`src/six_word_96bit_hash_engine_top_defines.svh`:
```
// Assertion macros shared by the hash engine RTL.
// Simulation builds get the checks. Synthesis builds define SYNTH and get empty bodies.
`ifndef SIX_WORD_96BIT_HASH_ENGINE_TOP_DEFINES_SVH
`define SIX_WORD_96BIT_HASH_ENGINE_TOP_DEFINES_SVH

`ifndef SYNTH
// This check holds at every clock edge outside reset.
`define SXH_ASSERT(lbl, clk, rst_n, prop) \
    lbl: assert property (@(posedge clk) disable iff (!rst_n) prop) \
        else $error("sxh assertion failed");
// This check ties a condition to the state in the next cycle.
`define SXH_ASSERT_NEXT(lbl, clk, rst_n, cond, conseq) \
    lbl: assert property (@(posedge clk) disable iff (!rst_n) (cond) |=> (conseq)) \
        else $error("sxh sequence assertion failed");
`else
`define SXH_ASSERT(lbl, clk, rst_n, prop)
`define SXH_ASSERT_NEXT(lbl, clk, rst_n, cond, conseq)
`endif

`endif

```
`src/sxh_pkg.sv`:
```
package sxh_pkg;

    // The six 32-bit words of the working set or the chaining set.
    typedef struct packed {
        logic [31:0] a;
        logic [31:0] b;
        logic [31:0] c;
        logic [31:0] d;
        logic [31:0] e;
        logic [31:0] f;
    } work_t;

    localparam int unsigned ROUNDS   = 60;
    localparam int unsigned ROUND_W  = 6;
    localparam int unsigned BUF_WORDS = 16;

    localparam logic [31:0] K_CHOOSE   = 32'h5A82799A;
    localparam logic [31:0] K_PARITY   = 32'h6ED9EBA1;
    localparam logic [31:0] K_MAJORITY = 32'h8F1BBCDC;

    localparam logic [ROUND_W-1:0] LAST_ROUND      = ROUND_W'(ROUNDS - 1);
    localparam logic [ROUND_W-1:0] PARITY_START    = ROUND_W'(20);
    localparam logic [ROUND_W-1:0] MAJORITY_START  = ROUND_W'(40);

    localparam work_t INIT_CHAIN = '{
        a: 32'h67452301,
        b: 32'hEFCDAB89,
        c: 32'h98BADCFE,
        d: 32'hC3D2A1F0,
        e: 32'h10325476,
        f: 32'h1645931C
    };

    localparam logic [7:0] PAD_MARK_BYTE = 8'h80;
    localparam logic [5:0] LEN_FIELD_POS = 6'd56;
    localparam logic [5:0] LAST_BYTE_POS = 6'd63;

endpackage

```
`src/sxh_round.sv`:
```
module sxh_round (
    input  sxh_pkg::work_t              cur,
    input  logic [31:0]                 msg_word,
    input  logic [sxh_pkg::ROUND_W-1:0] round,
    output sxh_pkg::work_t              nxt
);
    import sxh_pkg::*;

    logic [31:0] p;
    logic [31:0] k;

    // Round function and constant change every twenty rounds.
    always_comb
    begin
        if (round < PARITY_START)
        begin
            p = (cur.b & cur.c) | (~cur.b & cur.d);
            k = K_CHOOSE;
        end
        else if (round < MAJORITY_START)
        begin
            p = cur.b ^ cur.c ^ cur.d;
            k = K_PARITY;
        end
        else
        begin
            p = (cur.b & cur.c) | (cur.b & cur.d) | (cur.c & cur.d);
            k = K_MAJORITY;
        end
    end

    // Word f is never rewritten, so b simply takes the unchanged f.
    always_comb
    begin
        nxt.a = {cur.a[4:0], cur.a[31:5]} + p + cur.e + k + msg_word;
        nxt.b = cur.f;
        nxt.c = {cur.b[29:0], cur.b[31:30]};
        nxt.d = cur.c;
        nxt.e = cur.d;
        nxt.f = cur.f;
    end

endmodule

```
`src/six_word_96bit_hash_engine_top.sv`:
```
// Six-word 96-bit hash engine. The message enters one byte per word on the
// slave stream. tuser high marks tdata as a real byte, and tlast ends the message.
// A word with tlast and tuser low closes the message without a byte. The block
// packs the bytes big-endian into a sixteen-word block buffer. Each full
// 64-byte block runs sixty rounds through one shared round unit, one round per
// cycle. Then the ST_FINAL state adds the result into the six chaining words.
// Padding is a 0x80 byte, zero fill and the 64-bit big-endian bit count, and it
// passes through the same byte path at one byte per cycle outside compressions.
// The 96-bit digest (chaining words zero, four and five) then leaves on the
// master stream in one word. Data bytes are accepted only in the idle state.
// Every completed block holds tready low through the sixty rounds and the
// chaining add. The final word adds 9 to 72 padding bytes, with no byte
// pushed when the zero fill reaches the length field, and one or two more
// compressions. The ST_OUT state then loads the digest into the output
// register once that register is free or being read. The output register
// keeps the digest until it is taken, and the block meanwhile accepts the
// bytes of the next message.
module six_word_96bit_hash_engine_top (
    input  logic        clk,
    input  logic        rst_n,
    input  logic        s_axis_tvalid,
    output logic        s_axis_tready,
    input  logic [7:0]  s_axis_tdata,   // [7:0] message_byte
    input  logic        s_axis_tuser,   // [0] has_byte
    input  logic        s_axis_tlast,   // last_item
    output logic        m_axis_tvalid,
    input  logic        m_axis_tready,
    output logic [95:0] m_axis_tdata    // [31:0] digest_first_word,
                                        // [63:32] digest_second_word,
                                        // [95:64] digest_third_word
);
    `include "six_word_96bit_hash_engine_top_defines.svh"
    import sxh_pkg::*;

    // Sequencer states. ROUND leads to FINAL, which returns to the state saved in ret_reg.
    typedef enum logic [2:0] {
        ST_IDLE,
        ST_MARK,
        ST_ZERO,
        ST_LEN,
        ST_ROUND,
        ST_FINAL,
        ST_OUT
    } state_t;

    state_t              state_reg, state_next;
    state_t              ret_reg, ret_next;
    work_t               chain_reg, chain_next;
    work_t               work_reg, work_next;
    work_t               round_out;
    logic [ROUND_W-1:0]  round_reg, round_next;
    logic [5:0]          byte_pos_reg, byte_pos_next;
    logic [23:0]         acc_reg, acc_next;
    logic [63:0]         bit_count_reg, bit_count_next;
    logic [2:0]          len_idx_reg, len_idx_next;
    logic                out_valid_reg, out_valid_next;
    logic [95:0]         out_data_reg, out_data_next;

    logic [31:0]         buf_mem [BUF_WORDS];
    logic [31:0]         msg_word_reg;

    logic                in_fire;
    logic                push_en;
    logic [7:0]          push_data;
    logic                block_done;

    assign s_axis_tready = (state_reg == ST_IDLE);
    assign in_fire       = s_axis_tvalid && s_axis_tready;
    assign m_axis_tvalid = out_valid_reg;
    assign m_axis_tdata  = out_data_reg;

    sxh_round u_round (
        .cur      (work_reg),
        .msg_word (msg_word_reg),
        .round    (round_reg),
        .nxt      (round_out)
    );

    always_comb
    begin
        state_next     = state_reg;
        ret_next       = ret_reg;
        chain_next     = chain_reg;
        work_next      = work_reg;
        round_next     = round_reg;
        byte_pos_next  = byte_pos_reg;
        acc_next       = acc_reg;
        bit_count_next = bit_count_reg;
        len_idx_next   = len_idx_reg;
        out_valid_next = out_valid_reg && !m_axis_tready;
        out_data_next  = out_data_reg;
        push_en        = 1'b0;
        push_data      = 8'h00;

        unique case (state_reg)
            ST_IDLE:
            begin
                if (in_fire)
                begin
                    if (s_axis_tuser)
                    begin
                        push_en        = 1'b1;
                        push_data      = s_axis_tdata;
                        bit_count_next = bit_count_reg + 64'd8;
                    end
                    ret_next = s_axis_tlast ? ST_MARK : ST_IDLE;
                    if (s_axis_tlast)
                    begin
                        state_next = ST_MARK;
                    end
                end
            end
            ST_MARK:
            begin
                push_en    = 1'b1;
                push_data  = PAD_MARK_BYTE;
                ret_next   = ST_ZERO;
                state_next = ST_ZERO;
            end
            ST_ZERO:
            begin
                if (byte_pos_reg == LEN_FIELD_POS)
                begin
                    len_idx_next = 3'd7;
                    state_next   = ST_LEN;
                end
                else
                begin
                    push_en  = 1'b1;
                    ret_next = ST_ZERO;
                end
            end
            ST_LEN:
            begin
                // The length bytes always finish the block on the last one.
                push_en      = 1'b1;
                push_data    = bit_count_reg[{len_idx_reg, 3'b000} +: 8];
                len_idx_next = len_idx_reg - 3'd1;
                ret_next     = ST_OUT;
            end
            ST_ROUND:
            begin
                work_next  = round_out;
                round_next = round_reg + ROUND_W'(1);
                if (round_reg == LAST_ROUND)
                begin
                    round_next = '0;
                    state_next = ST_FINAL;
                end
            end
            ST_FINAL:
            begin
                chain_next.a = chain_reg.a + work_reg.a;
                chain_next.b = chain_reg.b + work_reg.b;
                chain_next.c = chain_reg.c + work_reg.c;
                chain_next.d = chain_reg.d + work_reg.d;
                chain_next.e = chain_reg.e + work_reg.e;
                chain_next.f = chain_reg.f + work_reg.f;
                state_next   = ret_reg;
            end
            ST_OUT:
            begin
                if (!out_valid_reg || m_axis_tready)
                begin
                    out_valid_next = 1'b1;
                    out_data_next  = {chain_reg.f, chain_reg.e, chain_reg.a};
                    chain_next     = INIT_CHAIN;
                    bit_count_next = '0;
                    state_next     = ST_IDLE;
                end
            end
            default:
            begin
                state_next = ST_IDLE;
            end
        endcase

        // Shared byte path: pack big-endian and start a compression on a full block.
        block_done = push_en && (byte_pos_reg == LAST_BYTE_POS);
        if (push_en)
        begin
            byte_pos_next = byte_pos_reg + 6'd1;
            acc_next      = {acc_reg[15:0], push_data};
        end
        if (block_done)
        begin
            work_next  = chain_reg;
            round_next = '0;
            state_next = ST_ROUND;
        end
    end

    // Message word of round i is buffer word i mod 16. There is no schedule.
    // The word for the coming round is fetched from round_next into a register.
    always_ff @(posedge clk)
    begin
        if (push_en && (byte_pos_reg[1:0] == 2'b11))
        begin
            buf_mem[byte_pos_reg[5:2]] <= {acc_reg, push_data};
        end
        msg_word_reg <= buf_mem[round_next[3:0]];
    end

    always_ff @(posedge clk or negedge rst_n)
    begin
        if (!rst_n)
        begin
            state_reg     <= ST_IDLE;
            ret_reg       <= ST_IDLE;
            chain_reg     <= INIT_CHAIN;
            work_reg      <= '0;
            round_reg     <= '0;
            byte_pos_reg  <= '0;
            acc_reg       <= '0;
            bit_count_reg <= '0;
            len_idx_reg   <= '0;
            out_valid_reg <= 1'b0;
            out_data_reg  <= '0;
        end
        else
        begin
            state_reg     <= state_next;
            ret_reg       <= ret_next;
            chain_reg     <= chain_next;
            work_reg      <= work_next;
            round_reg     <= round_next;
            byte_pos_reg  <= byte_pos_next;
            acc_reg       <= acc_next;
            bit_count_reg <= bit_count_next;
            len_idx_reg   <= len_idx_next;
            out_valid_reg <= out_valid_next;
            out_data_reg  <= out_data_next;
        end
    end

    // The round counter never passes the last round.
    `SXH_ASSERT(a_round_range, clk, rst_n, round_reg <= LAST_ROUND)
    // A compression only runs on a block whose every byte slot was filled.
    `SXH_ASSERT(a_round_aligned, clk, rst_n,
        (state_reg == ST_ROUND) |-> (byte_pos_reg == 6'd0))
    // The last round is always followed by the chaining add.
    `SXH_ASSERT_NEXT(a_final_follows, clk, rst_n,
        (state_reg == ST_ROUND) && (round_reg == LAST_ROUND), state_reg == ST_FINAL)
    // A new digest leaves the block back in its fresh-message state.
    `SXH_ASSERT(a_digest_clears, clk, rst_n,
        $rose(out_valid_reg) |-> ((bit_count_reg == 64'd0) && (byte_pos_reg == 6'd0)))

endmodule
```
`config.mk`:
```
export PLATFORM = sky130hd
export DESIGN_NAME = six_word_96bit_hash_engine_top
export DESIGN_NICKNAME = d
export VERILOG_FILES = /design/src/sxh_pkg.sv /design/src/sxh_round.sv /design/src/six_word_96bit_hash_engine_top.sv
export VERILOG_INCLUDE_DIRS = /design/src /design/src/src
export SDC_FILE = /design/constraint.sdc
export NUM_CORES = 2
export LEC_CHECK = 0
export BUFFER_PORTS_ARGS = -buffer_cell sky130_fd_sc_hd__buf_2
export CORE_MARGIN = 8
export CORE_UTILIZATION = 50
export DETAILED_ROUTE_END_ITERATION = 7
export HOLD_SLACK_MARGIN = 0.12
export PLACE_DENSITY_LB_ADDON = 0.15
export SLEW_MARGIN = 10
export SYNTH_ARGS = -nofsm -noshare
export SYNTH_HDL_FRONTEND = slang
export SYNTH_HIERARCHICAL = 1
export SYNTH_SLANG_ARGS = --single-unit
```
`constraint.sdc`:
```
create_clock -name clk -period 5.33 [get_ports clk]
set_input_delay 0.533 -clock clk [delete_from_list [all_inputs] [get_ports clk]]
set_output_delay 0.533 -clock clk [all_outputs]
set_load 0.02 [all_outputs]
```
Word-level counts from Yosys, hierarchy flattened
Memory sizes are Yosys's and may differ from the RTL's. A register that Yosys moved wholly into a read port is not among the register bits.
Index checks and enable logic that the tools add are counted.
Word-level totals
  output and inout bits: 98
  input bits: 14
  logic and storage cells: 130
  register bits after elaboration: 590
  memory bits (writable): 512
  memories: 1
Memory list
  buf_mem: words 16, bits a word 32, rd ports 1, clocked after memory_dff 1, write ports 1, line six_word_96bit_hash_engine_top.sv:59  | logic [31:0] buf_mem [BUF_WORDS];
Operators by class
  shift-type cells: 1
  add/subtract/negate cells: 14
  muxes and demuxes: 39
  reductions and logical operators: 20
  bitwise gates (word level): 10
  equal/unequal tests: 21
  order comparisons: 2
Operators with widths (number)
  192-bit two-way mux: 3
  192-bit case mux with 2 select lines: 1
  32-bit adder: 10
  64-bit two-way mux: 3
  32-bit AND: 4
  32-bit two-way mux: 4
  64-bit case mux with 2 select lines: 1
  32-bit OR: 3
  64-bit by 4-bit adder with 64-bit output, second input constant: 1
  64-bit by 7-bit indexed part select with 8-bit output: 1
  32-bit XOR: 2
  32-bit NOT: 1
  3-bit two-way mux: 9
  8-bit case mux with 3 select lines: 1
  3-bit case mux with 7 select lines: 1
  6-bit == test, second input constant: 3
  6-bit two-way mux: 3
  8-bit two-way mux: 2
  6-bit by 1-bit adder with 6-bit output, second input constant: 2
  3-bit case mux with 4 select lines: 1
  3-bit == test, second input constant: 3
  3-bit inequality test, second input constant: 3
  1-bit two-way mux: 8
  2-bit inequality test, second input constant: 4
  other kinds (21): 33

Depth between registers and ports, before layout
  depth in word-level cells: 11
  gate-level depth with buffers: 23
  mapped depth without buffers: 20

By module
The synthesis kept the hierarchy.
By module, submodules not included
  six_word_96bit_hash_engine_top: area each 53837.9 µm², seq. area each 30819.6 µm², instances 1, cells an instance 5274
  sxh_round: area each 6870.3 µm², seq. area each 0.0 µm², instances 1, cells an instance 837

Worst setup path before layout
Ideal clock, no wire load.
  kind: flip-flop to flip-flop
  start point: register round_reg[3]
  end point: register work_reg[184] in the netlist's numbering
  buffers on the path: 2
  data arrival time: 4955 ps
  path slack: 247 ps
  library setup time: 128 ps
  required time: 5202 ps
  stages on the path, launching flop included: 23
  clock period less this slack: 5083 ps
  cells stage by stage: dfrtp_1 o21a_1 buf_2 clkinv_1 nand2_1 clkinv_1 buf_1 a221o_1 fa_1 inv_1 fa_1 inv_1 ha_1 a2111oi_2 o21a_1 nor2_1 a41o_1 a221oi_2 o31ai_1 a21oi_2 xnor2_1 a22oi_1 nand2_1
RTL lines
  start, declared: line six_word_96bit_hash_engine_top.sv:51  | logic [ROUND_W-1:0] round_reg, round_next;
  start signal, assigned: line six_word_96bit_hash_engine_top.sv:226  | round_reg <= round_next;
  end signal, assigned: line six_word_96bit_hash_engine_top.sv:225  | work_reg <= work_next;
  end, declared: line six_word_96bit_hash_engine_top.sv:49  | work_t work_reg, work_next;

==> metrics list <==
- At the end of routability-driven placement, the weighted congestion stood at 0.966.
* Vias in the first global route: 44800
- Number of search-and-repair iterations in the first detailed-routing pass: 6
* Transition time at the pin with the least slew margin: 1.18 ns
* Reported max-cap violation count: 0
* Hold Path Depth: 4
- Source of the critical timing path: round_reg[3]
- FFs w/ async S/R, synth: 51.9%
* Worst r2r path cells: 20
* Hold Worst Slack: 0.274 ns
- At the worst endpoint, the required time is 5.99 ns.
- In this run the remaining antenna-violating nets after routing total 0.
- Worst-path maximum fanout: 18
- Global route total overflow: 0
- Counting along the longest clock path gives a buffer depth of 3.
* Syn Area/Cell: 9.93 µm²
* Die footprint: 133000 µm²
- Buffers inserted during clock tree synthesis total 130.
- After clock tree synthesis, the setup repair step added 0 buffers.
* Data arrival, critical path: 5.77 ns
* Most frequent standard cell in the layout excluding fill and tap cells: nand2_1
- Clk sink count: 1131
- The initial utilization of the core area, before any placement, comes to 50.1%.
- The worst hold path belongs to the class in -> reg.
* Remaining max-slew budget at the tightest pin: 21.0%
- Remaining routing DRC violations: 0
- In the layout the commonest cells are 1467 x nand2_1, 512 x edfxtp_1, 494 x dfrtp_1, 275 x a21oi_1, 261 x nand3_1.
- The worst path uses 95.9% of the clock period.
- STA classifies the critical path endpoint as a flop.
- Post-synth cell types: 90
- Sequential cells were found to cover 50.8% of the synthesized design area.
- Maximum number of pins on one net before global-route repair: 154
* X dimension of the die: 364 µm
- The area growth from synthesis to layout is 9.95%.
* Number of flip-flops under the largest register name: 512
* Reg2reg end: work_reg[191]
* Number of enable-type register cells in the synthesized netlist: 512
- Highest clock frequency the design can meet: 196 MHz
- Summed over all failing endpoints, the final setup total negative slack is 0 ns.
* Hold Fails Final Rpt: 0
- After synthesis the netlist holds a flip-flop and latch count of 1131.
- The number of slew-limit violations in the final report came to 0.
- Startpoint of the worst-slack reg-to-reg timing path: round_reg[3]
- Post-Syn Instances: 6111
- CTS tree: yes
- The wire-length estimate of the detail-placed layout is 117000 µm.
* Critical hold path startpoint: s_axis_tvalid
* Number of H-tree branching levels: 4
* RSZ-0062 raised after global routing: true
- Number of DRC markers in iteration 0: 4107
- Post-synth top flop: edfxtp_1
* Sum of routed wire length over all layers: 179000 µm
- 112 I/O pins were placed.
- GRT Util Overall: 26.9%
- Startpoint types: flop
- Worst clock skew on the final layout: 0.0354 ns
* WL per Instance: 23.1 µm
- CTS root buffer: clkbuf_16
- Area of the multi-input gates: 26800 µm²
- The critical path is of the reg -> reg type.
- Setup violations remaining at the end of the flow were counted as 0.
- Clock-pin slew on the worst setup and hold paths: 0.06 ns
- Cell Area, Synth: 60700 µm²
* Share of final-layout standard cells stronger than drive strength 1: 10.2%
- For this run, the number of Yosys warnings is 6.
- In the routed layout, each cell is associated on average with a via count of 5.87.
- When the netlist entered floorplanning its net count stood at 6481.
- The path with the worst hold slack has its endpoint at ret_reg[2].
* Overall die height: 364 µm
* Core region area: 121000 µm²
- Worst-skew pair later-pin latency: 0.78 ns
* IO Port Bufs: 111
* Sequential cell area in the final layout: 30800 µm²
- The run finished with clean final reports.
* Wire length of the first global-routing pass: 276000 µm
- The final layout contains 6402 nets.
- The worst register-to-register path has a setup slack of 0.22 ns.
* Initial antenna violation count: 4
* Number of fill cells: 10800
- Row count: 128
- Post-route minimum period: 5.11 ns
- Total via count after detailed routing: 45500
==> what timing repair did <==
action                     in CTS  in global routing
setup endpoints to repair       0                  9
gates resized for setup         0                  7
hold endpoints to repair       76                  0
hold buffers                    6                  0
==> worst max-delay path: stages, from the launching register on <==
cell,delay [ns]
dfrtp_2,0.44
o21a_1,0.23
clkinv_1,0.13
nand2_1,0.11
clkinv_1,0.09
buf_4,0.23
a221o_1,0.39
fa_1,0.57
inv_1,0.07
fa_1,0.50
inv_1,0.05
ha_1,0.39
nand3_1,0.20
o31a_1,0.33
a31oi_2,0.35
a211oi_2,0.16
a21oi_1,0.24
o22ai_1,0.13
xnor2_1,0.14
a22oi_1,0.17
nand2_1,0.07
==> stage by stage <==
step / util (%) / area (µm²) / setup WS [ns] / std cells
2_1_floorplan: - / 60700 / 0.247 / 6111
3_3_place_gp: 51.5 / 62400 / 0.233 / 7519
3_5_place_dp: 51.5 / 62400 / 0.238 / 7519
4_1_cts: 55.1 / 66700 / 0.222 / 7762
5_1_grt: 55.1 / 66700 / -0.0182 / 7762
6_report: 55.1 / 66800 / 0.218 / 7763
==> layout make-up <==
type	count	area share [%]
sequential	1131	46.2
multi-input combinational	4262	40.2
clock buffer	186	5.54
tap	1625	3.05
timing repair buffer	247	2.76
inverter	260	1.48
clock inverter	51	0.830
antenna	1	0.00375
==> metal layers <==
metal	track usage, %	up-vias	share of wire [%]
met4	10.4	0	4.0
met5	0	-	0
met3	3.94	352	6.0
li1	-	21100	-
met2	43.6	1428	47
met1	36.5	22600	43
==> kinds of logic after synthesis <==
logic type	synth area share, %
AOI/OAI and AO/OA	13.8
xor gates and xnor gates	3.48
adders and majority gates	8.86
buffers and inverters	5.45
DFF	50.8
muxes	1.28
and+or+nand+nor	16.3
==> cell usage after synthesis, types with 9 or more instances <==
master / n / area share, %
nand2_1: 1472 / 9.1
edfxtp_1: 512 / 25
buf_4: 160 / 2.0
o22ai_1: 9 / 0.093
or3_1: 20 / 0.21
mux2_2: 9 / 0.17
a22oi_1: 194 / 2.4
nand2b_1: 31 / 0.32
dfrtp_1: 495 / 20
xnor2_1: 121 / 1.7
nand4_1: 29 / 0.30
o31ai_1: 27 / 0.33
o221a_2: 13 / 0.24
a211oi_1: 35 / 0.43
and2_1: 12 / 0.12
mux4_2: 12 / 0.45
o211ai_1: 14 / 0.17
mux2i_1: 38 / 0.63
a311oi_1: 77 / 1.1
nor3_1: 73 / 0.60
or2_2: 10 / 0.10
clkbuf_1: 263 / 1.6
a21oi_1: 277 / 2.3
dfxtp_1: 32 / 1.1
o21bai_1: 40 / 0.49
nor2b_1: 28 / 0.29
buf_1: 30 / 0.19
nor2_1: 274 / 1.7
dfstp_2: 92 / 4.0
a21o_1: 113 / 1.4
xor2_1: 120 / 1.7
ha_1: 233 / 4.8
a221o_1: 14 / 0.23
nand3_1: 261 / 2.2
fa_1: 123 / 4.1
o21ai_0: 266 / 2.2
and3_1: 79 / 0.81
o21a_1: 27 / 0.33
a31oi_1: 71 / 0.73
inv_1: 255 / 1.6
nor4_1: 10 / 0.10
==> worst max path at each step <==
stage	to	slack, ns	cells past startpoint
after CTS	work_reg[188]	0.22	21
final	work_reg[191]	0.22	20
after global placement	work_reg[185]	0.23	18
after floorplan	work_reg[184]	0.25	22
after detailed placement	work_reg[188]	0.24	21
after global routing	work_reg[188]	-0.02	21
Power is left out: the tool's default activity adds up to more than one toggle a clock period on the data nets, which glitch-free logic cannot reach.
